==> src/rtl/xxtea_block_cipher_assert.svh <==
// Assertion macros for the XXTEA block cipher.
// Each use names a label, an antecedent and a consequent; i_clk and i_rst_n
// must be visible where the macro is used.
`ifndef XXTEA_BLOCK_CIPHER_ASSERT_SVH
`define XXTEA_BLOCK_CIPHER_ASSERT_SVH

`ifndef SYNTHESIS

// same-cycle implication
`define XXTEA_ASSERT_IMP(lbl, ante, cons) \
    lbl: assert property (@(posedge i_clk) disable iff (!i_rst_n) (ante) |-> (cons)) \
        else $error("xxtea: same-cycle check failed");

// next-cycle implication
`define XXTEA_ASSERT_NXT(lbl, ante, cons) \
    lbl: assert property (@(posedge i_clk) disable iff (!i_rst_n) (ante) |=> (cons)) \
        else $error("xxtea: next-cycle check failed");

`else

`define XXTEA_ASSERT_IMP(lbl, ante, cons)
`define XXTEA_ASSERT_NXT(lbl, ante, cons)

`endif

`endif

==> src/rtl/xxtea_pkg.sv <==
package xxtea_pkg;

    // block geometry
    localparam int BLOCK_WORDS = 8;
    localparam int WORD_W      = 32;
    localparam int STEP_W      = $clog2(BLOCK_WORDS);
    localparam int KEY_WORDS   = 4;
    localparam int KEY_IDX_W   = $clog2(KEY_WORDS);

    // round count is EXTRA_ROUNDS + 52 / BLOCK_WORDS
    localparam int DEF_EXTRA_ROUNDS = 16;
    localparam int BASE_ROUNDS      = 52 / BLOCK_WORDS;

    localparam logic [WORD_W-1:0] TEA_DELTA = 32'h9e37_79b9;

    // mode codes
    localparam logic MODE_ENC = 1'b0;
    localparam logic MODE_DEC = 1'b1;

    typedef logic [WORD_W-1:0]                   t_word;
    typedef logic [BLOCK_WORDS-1:0][WORD_W-1:0]  t_block;
    typedef logic [KEY_WORDS-1:0][WORD_W-1:0]    t_key;

    // controller to datapath commands
    typedef struct packed {
        logic              load;       // capture a new block
        logic              step;       // one word update
        logic              round_end;  // last word of the current round
        logic              out_load;   // move the finished block to the output register
        logic [STEP_W-1:0] step_idx;   // word position within the round
    } t_dp_cmd;

    // XXTEA mixing function
    function automatic t_word mx(input t_word y, input t_word z, input t_word sum,
                                 input t_word k);
        t_word a;
        t_word b;
        t_word c;
        t_word d;
        a  = (z >> 5) ^ (y << 2);
        b  = (y >> 3) ^ (z << 4);
        c  = sum ^ y;
        d  = k ^ z;
        mx = (a + b) ^ (c + d);
    endfunction

endpackage

==> src/rtl/xxtea_block_cipher.sv <==
// XXTEA cipher on one 8-word (256-bit) block under a 128-bit key written
// through the config port (indexes 0..3, always ready; write only while idle).
// i_mode 0 enciphers, 1 deciphers. Rounds = EXTRA_ROUNDS + 6 (22 by default);
// one word update per clock through a single mixing unit (but for the hold on
// the last step below), after the block has been loaded in the idle state.
// The next block is taken as soon as the previous one leaves the working
// registers; a finished result waits in its own output register, and the
// last step of a block holds while that register is still occupied.
module xxtea_block_cipher
    import xxtea_pkg::*;
#(
    parameter int EXTRA_ROUNDS = DEF_EXTRA_ROUNDS
) (
    input  logic                 i_clk,
    input  logic                 i_rst_n,
    // block in
    input  logic                 i_valid,
    output logic                 o_ready,
    input  logic                 i_mode,
    input  logic [WORD_W-1:0]    i_word0,
    input  logic [WORD_W-1:0]    i_word1,
    input  logic [WORD_W-1:0]    i_word2,
    input  logic [WORD_W-1:0]    i_word3,
    input  logic [WORD_W-1:0]    i_word4,
    input  logic [WORD_W-1:0]    i_word5,
    input  logic [WORD_W-1:0]    i_word6,
    input  logic [WORD_W-1:0]    i_word7,
    // block out
    output logic                 o_valid,
    input  logic                 i_ready,
    output logic [WORD_W-1:0]    o_out_word0,
    output logic [WORD_W-1:0]    o_out_word1,
    output logic [WORD_W-1:0]    o_out_word2,
    output logic [WORD_W-1:0]    o_out_word3,
    output logic [WORD_W-1:0]    o_out_word4,
    output logic [WORD_W-1:0]    o_out_word5,
    output logic [WORD_W-1:0]    o_out_word6,
    output logic [WORD_W-1:0]    o_out_word7,
    // key writes
    input  logic                 i_cfg_valid,
    output logic                 o_cfg_ready,
    input  logic [KEY_IDX_W-1:0] i_cfg_index,
    input  logic [WORD_W-1:0]    i_cfg_data
);

`include "xxtea_block_cipher_assert.svh"

    t_dp_cmd cmd;
    t_block  in_block;
    t_block  out_block;

    assign in_block = {i_word7, i_word6, i_word5, i_word4,
                       i_word3, i_word2, i_word1, i_word0};

    assign o_cfg_ready = 1'b1;

    xxtea_ctrl #(
        .EXTRA_ROUNDS (EXTRA_ROUNDS)
    ) u_ctrl (
        .i_clk   (i_clk),
        .i_rst_n (i_rst_n),
        .i_valid (i_valid),
        .o_ready (o_ready),
        .o_valid (o_valid),
        .i_ready (i_ready),
        .o_cmd   (cmd)
    );

    xxtea_dp #(
        .EXTRA_ROUNDS (EXTRA_ROUNDS)
    ) u_dp (
        .i_clk       (i_clk),
        .i_rst_n     (i_rst_n),
        .i_cmd       (cmd),
        .i_mode      (i_mode),
        .i_block     (in_block),
        .i_cfg_we    (i_cfg_valid),
        .i_cfg_index (i_cfg_index),
        .i_cfg_data  (i_cfg_data),
        .o_block     (out_block)
    );

    assign o_out_word0 = out_block[0];
    assign o_out_word1 = out_block[1];
    assign o_out_word2 = out_block[2];
    assign o_out_word3 = out_block[3];
    assign o_out_word4 = out_block[4];
    assign o_out_word5 = out_block[5];
    assign o_out_word6 = out_block[6];
    assign o_out_word7 = out_block[7];

    // a load happens only on an input transfer, and the block is busy after it
    `XXTEA_ASSERT_IMP(a_load_on_transfer, cmd.load, i_valid && o_ready)
    `XXTEA_ASSERT_NXT(a_busy_after_load, cmd.load, !o_ready)
    // a finished block never overwrites a result that has not been taken
    `XXTEA_ASSERT_IMP(a_no_overwrite, cmd.out_load, !o_valid || i_ready)
    `XXTEA_ASSERT_NXT(a_valid_after_finish, cmd.out_load, o_valid && o_ready)

endmodule

==> src/rtl/xxtea_ctrl.sv <==
module xxtea_ctrl
    import xxtea_pkg::*;
#(
    parameter int EXTRA_ROUNDS = DEF_EXTRA_ROUNDS
) (
    input  logic    i_clk,
    input  logic    i_rst_n,
    input  logic    i_valid,
    output logic    o_ready,
    output logic    o_valid,
    input  logic    i_ready,
    output t_dp_cmd o_cmd
);

    localparam int ROUNDS  = EXTRA_ROUNDS + BASE_ROUNDS;
    localparam int ROUND_W = $clog2(ROUNDS);
    localparam logic [ROUND_W-1:0] LAST_ROUND = ROUND_W'(ROUNDS - 1);
    localparam logic [STEP_W-1:0]  LAST_STEP  = STEP_W'(BLOCK_WORDS - 1);

    typedef enum logic [1:0] {
        S_IDLE = 2'b01,
        S_RUN  = 2'b10
    } t_state;

    t_state              r_state, n_state;
    logic [STEP_W-1:0]   r_step, n_step;
    logic [ROUND_W-1:0]  r_round, n_round;
    logic                r_out_valid, n_out_valid;

    logic round_end;
    logic last;
    logic slot_free;

    assign round_end = (r_step == LAST_STEP);
    assign last      = round_end && (r_round == LAST_ROUND);
    assign slot_free = !r_out_valid || i_ready;

    // next-state and command logic
    always_comb begin
        n_state        = r_state;
        n_step         = r_step;
        n_round        = r_round;
        n_out_valid    = r_out_valid && !i_ready;
        o_cmd          = '0;
        o_cmd.step_idx = r_step;
        o_cmd.round_end = round_end;
        case (r_state)
            S_IDLE: begin
                if (i_valid) begin
                    o_cmd.load = 1'b1;
                    n_step     = '0;
                    n_round    = '0;
                    n_state    = S_RUN;
                end
            end
            S_RUN: begin
                // hold the final step while the previous result is still waiting
                if (!last || slot_free) begin
                    o_cmd.step = 1'b1;
                    n_step     = r_step + 1'b1;
                    if (round_end) begin
                        n_round = r_round + 1'b1;
                    end
                    if (last) begin
                        o_cmd.out_load = 1'b1;
                        n_out_valid    = 1'b1;
                        n_state        = S_IDLE;
                    end
                end
            end
            default: begin
                n_state = S_IDLE;
            end
        endcase
    end

    always_ff @(posedge i_clk) begin
        if (!i_rst_n) begin
            r_state     <= S_IDLE;
            r_step      <= '0;
            r_round     <= '0;
            r_out_valid <= 1'b0;
        end else begin
            r_state     <= n_state;
            r_step      <= n_step;
            r_round     <= n_round;
            r_out_valid <= n_out_valid;
        end
    end

    assign o_ready = (r_state == S_IDLE);
    assign o_valid = r_out_valid;

endmodule

==> src/rtl/xxtea_dp.sv <==
module xxtea_dp
    import xxtea_pkg::*;
#(
    parameter int EXTRA_ROUNDS = DEF_EXTRA_ROUNDS
) (
    input  logic                 i_clk,
    input  logic                 i_rst_n,
    input  t_dp_cmd              i_cmd,
    input  logic                 i_mode,
    input  t_block               i_block,
    input  logic                 i_cfg_we,
    input  logic [KEY_IDX_W-1:0] i_cfg_index,
    input  t_word                i_cfg_data,
    output t_block               o_block
);

    localparam int ROUNDS = EXTRA_ROUNDS + BASE_ROUNDS;
    localparam logic [2*WORD_W-1:0] DEC_PROD = (2*WORD_W)'(ROUNDS) * (2*WORD_W)'(TEA_DELTA);
    localparam t_word DEC_SUM0 = DEC_PROD[WORD_W-1:0];
    localparam logic [STEP_W-1:0] LAST_POS = STEP_W'(BLOCK_WORDS - 1);

    t_key   r_key;
    t_block r_v, n_v;
    t_block r_out;
    t_word  r_sum;
    logic   r_mode;

    t_word             y, z, cur, upd, mix_val;
    logic [STEP_W-1:0] p;
    logic [1:0]        e;
    logic [KEY_IDX_W-1:0] kidx;

    // key registers
    always_ff @(posedge i_clk) begin
        if (!i_rst_n) begin
            r_key <= '0;
        end else if (i_cfg_we) begin
            r_key[i_cfg_index] <= i_cfg_data;
        end
    end

    // taps of the rotating word line: encrypt works at the bottom, decrypt at the top
    always_comb begin
        if (r_mode == MODE_ENC) begin
            cur = r_v[0];
            y   = r_v[1];
            z   = r_v[BLOCK_WORDS-1];
            p   = i_cmd.step_idx;
        end else begin
            cur = r_v[BLOCK_WORDS-1];
            y   = r_v[0];
            z   = r_v[BLOCK_WORDS-2];
            p   = LAST_POS - i_cmd.step_idx;
        end
        e       = r_sum[3:2];
        kidx    = p[KEY_IDX_W-1:0] ^ e;
        mix_val = mx(y, z, r_sum, r_key[kidx]);
        upd     = (r_mode == MODE_ENC) ? (cur + mix_val) : (cur - mix_val);
    end

    // rotate by one word per step
    always_comb begin
        if (r_mode == MODE_ENC) begin
            for (int i = 0; i < BLOCK_WORDS - 1; i++) begin
                n_v[i] = r_v[i+1];
            end
            n_v[BLOCK_WORDS-1] = upd;
        end else begin
            for (int i = 1; i < BLOCK_WORDS; i++) begin
                n_v[i] = r_v[i-1];
            end
            n_v[0] = upd;
        end
    end

    // working block, mode and round sum
    always_ff @(posedge i_clk) begin
        if (i_cmd.load) begin
            r_v    <= i_block;
            r_mode <= i_mode;
            r_sum  <= (i_mode == MODE_ENC) ? TEA_DELTA : DEC_SUM0;
        end else if (i_cmd.step) begin
            r_v <= n_v;
            if (i_cmd.round_end) begin
                r_sum <= (r_mode == MODE_ENC) ? (r_sum + TEA_DELTA) : (r_sum - TEA_DELTA);
            end
        end
    end

    // result register, apart from the working block
    always_ff @(posedge i_clk) begin
        if (i_cmd.out_load) begin
            r_out <= n_v;
        end
    end

    assign o_block = r_out;

endmodule
==> config.mk <==
export PLATFORM = sky130hd
export DESIGN_NAME = xxtea_block_cipher
export DESIGN_NICKNAME = d
export VERILOG_FILES = /design/src/rtl/xxtea_pkg.sv /design/src/rtl/xxtea_block_cipher.sv /design/src/rtl/xxtea_ctrl.sv /design/src/rtl/xxtea_dp.sv
export VERILOG_INCLUDE_DIRS = /design/src /design/src/rtl
export SDC_FILE = /design/constraint.sdc
export NUM_CORES = 2
export LEC_CHECK = 0
export BUFFER_PORTS_ARGS = -buffer_cell sky130_fd_sc_hd__buf_2
export CORE_MARGIN = 2
export CORE_UTILIZATION = 45
export DETAILED_ROUTE_END_ITERATION = 7
export PLACE_DENSITY = 0.64
export SYNTH_ARGS = -nofsm -noshare
export SYNTH_HDL_FRONTEND = slang
export SYNTH_HIERARCHICAL = 1
export SYNTH_SLANG_ARGS = --single-unit
export TNS_END_PERCENT = 20
==> constraint.sdc <==
create_clock -name i_clk -period 37.2 [get_ports i_clk]
set_clock_uncertainty 0.15 [all_clocks]
set_input_delay 5.58 -clock i_clk [delete_from_list [all_inputs] [get_ports i_clk]]
set_output_delay 5.58 -clock i_clk [all_outputs]
set_load 0.01 [all_outputs]
==> results.json <==
{
  "fin_crit_ps": 10060,
  "hold_slack_ps": 313,
  "cts_resized": 0,
  "dr_total_vias": 27700,
  "grt_setup_unrepaired": "false",
  "die_h_microns": 296,
  "ys_ff_latch": 684,
  "cts-buffers-inserted": 76,
  "final_cell_mix": "553 x buf_2, 545 x edfxtp_1, 480 x mux2_2, 429 x nand2_1, 227 x xnor2_1",
  "grt_use_total": 0.267,
  "cts_buffer_depth": 3,
  "cp.required_ps": 37430,
  "cts.clk_slew.worst_paths_ps": 60,
  "nets": 4159,
  "num_rows": 107,
  "placed_cell_area_sq_um": 42200,
  "grt_pass1_wl_microns": 173000,
  "worstSetupPathType": "flip-flop to flip-flop",
  "finalWeightedCongestion": 0.914,
  "cts_root_buf": "clkbuf_16",
  "ant_nets": 0,
  "syn-mean-instance-area_sq_um": 11.9,
  "synthFlopType": "edfxtp_1",
  "routed_wl_microns": 122000,
  "grt-ovfl-total": 0,
  "seq_area_frac_synth": 0.499,
  "worst_pin_slew_ps": 1190,
  "place_hpwl_microns": 90000,
  "drv_cap": 0,
  "synth_edf_count": 545,
  "setup_viol": 0,
  "post-cts-setup-buffer-count": 0,
  "start_util": 0.452,
  "hold_violations": 0,
  "fmax_mhz": 99.4,
  "antenna_found_initial": 25,
  "htreeDepth": 3,
  "via_per_inst": 5.59,
  "dr.pass1.iters": 5,
  "insertion_delay_ps": 650,
  "core_sq_um": 84900,
  "grt_max_degree": 136,
  "cts_num_sinks": 684,
  "port_buffers": 553,
  "drive_above_1_share": 0.328,
  "hold_path_class": "flip-flop to flip-flop",
  "syn2layout_area_growth_pct": 16.7,
  "slew_headroom": 0.208,
  "syn_inst": 3229,
  "slowest_delay_ps": 870,
  "grt_pass1_vias": 26700,
  "final_common_cell": "buf_2",
  "cp_slowest_cell": "buf_4",
  "cts_tree": "built",
  "holdBufCountCts": 0,
  "synthesis.area_sq_um": 38400,
  "drv_slew": 0,
  "pin_count": 555,
  "ys_async_sr_fraction": 0,
  "ys_warn_count": 6,
  "finalCritPeriodShare": 0.271,
  "synth.distinct_cells": 84,
  "drc": 0,
  "worstPathArrival_ps": 10300,
  "drt_iter0_drc": 2364,
  "status": "complete, no violations",
  "start_kind": "flip-flop",
  "routedWlPerCell_microns": 24.6,
  "dieArea_sq_um": 87600,
  "postLayoutCellArea_sq_um": 44800,
  "critPathCaptureType": "flip-flop",
  "dieWidth_microns": 296,
  "synth.net_count": 3657,
  "finalSetupTns_ps": 0,
  "crit_path_max_fanout": 83
}
-- layer usage --
| metal | GRT usage | up-vias | routed length (microns) |
|---|---|---|---|
| met1 | 0.333 | 13500 | 48200 |
| met4 | 0.110 | 24 | 4620 |
| met3 | 0.0552 | 222 | 8770 |
| li1 | - | 12900 | - |
| met5 | 0 | - | 154 |
| met2 | 0.452 | 1044 | 59800 |
-- critical path, delay by kind of cell, from the launching register on --
kind            cells  cell delay [ps]
simple gates        8             1630
compound gates      9             2360
mux                 2              680
xor+xnor            4              830
buf+inv             5             3010
fa+ha+maj           2              690
flops               1              320
-- cell usage after synthesis, types with 6 or more instances --
cell | n | share of area
edfxtp_1 | 545 | 0.43
mux2_2 | 480 | 0.14
nand2_1 | 430 | 0.042
xnor2_1 | 229 | 0.052
a21boi_0 | 149 | 0.029
a21oi_1 | 140 | 0.018
dfxtp_1 | 139 | 0.073
ha_1 | 128 | 0.042
clkbuf_1 | 127 | 0.012
o21ai_0 | 126 | 0.016
xor2_1 | 95 | 0.022
nor2_1 | 74 | 0.0072
a21o_1 | 72 | 0.014
inv_1 | 47 | 0.0046
nor2b_1 | 36 | 0.0059
mux4_2 | 32 | 0.019
o21a_1 | 25 | 0.0049
o21bai_1 | 25 | 0.0049
a31oi_1 | 24 | 0.0039
nand2b_1 | 22 | 0.0036
nand3_1 | 22 | 0.0029
nor3_1 | 21 | 0.0027
mux2i_1 | 20 | 0.0052
and3_1 | 19 | 0.0031
and2_1 | 16 | 0.0026
buf_1 | 16 | 0.0016
o31ai_1 | 14 | 0.0027
nand4_1 | 13 | 0.0021
o211ai_1 | 11 | 0.0022
a211oi_1 | 8 | 0.0016
or2_2 | 7 | 0.0011
or3_1 | 7 | 0.0011
a211o_1 | 6 | 0.0014
buf_6 | 6 | 0.0018
nor4_1 | 6 | 0.00098
-- area by class of cell --
class / count / area, sq um
Antenna cell: 12 / 30.0
Inverter: 48 / 188
Timing Repair Buffer: 578 / 2960
Tap cell: 1144 / 1430
Clock inverter: 52 / 569
Multi-Input combinational cell: 2343 / 18400
Sequential cell: 684 / 19100
Clock buffer: 89 / 1990
Fill cell: 7592 / 40100
-- through the flow --
stage,worst slack [ps],util,std cells
after floorplan,13010,-,3229
after global placement,27200,0.497,4797
after detailed placement,27170,0.497,4797
after CTS,27320,0.527,4938
after global routing,26580,0.527,4947
final,27140,0.527,4950
-- worst paths after layout --
kind | from | end | slack (ps) | cells past startpoint
max | u_dp/r_mode | u_dp/r_v[30] | 27140 | 30
min | u_dp/r_key[12] | u_dp/r_key[12] | 310 | 2
max reg2reg | u_dp/r_mode | u_dp/r_v[30] | 27140 | 30
min reg2reg | u_dp/r_key[12] | u_dp/r_key[12] | 310 | 2
-- sequential cells by signal, indices dropped and copies added (netlist names) --
signal	flops
u_ctrl/o_valid	1
u_ctrl/r_round	5
u_ctrl/r_state	2
u_ctrl/r_step	3
u_dp/o_block	256
u_dp/r_key	128
u_dp/r_mode	1
u_dp/r_sum	32
u_dp/r_v	256
-- kinds of logic (layout without fill, tap and decap cells) --
group / Yosys count / in the layout / share of synthesized area
mux: 532 / 532 / 0.165
flops: 684 / 684 / 0.499
xor+xnor: 329 / 329 / 0.0768
other cells: 1 / 13 / 0.0000978
simple gates: 705 / 705 / 0.0838
fa+ha+maj: 132 / 132 / 0.0438
compound gates: 644 / 644 / 0.110
buf+inv: 202 / 767 / 0.0214
Power is left out: the tool's default activity adds up to more than one toggle a clock period on the data nets, which glitch-free logic cannot reach.
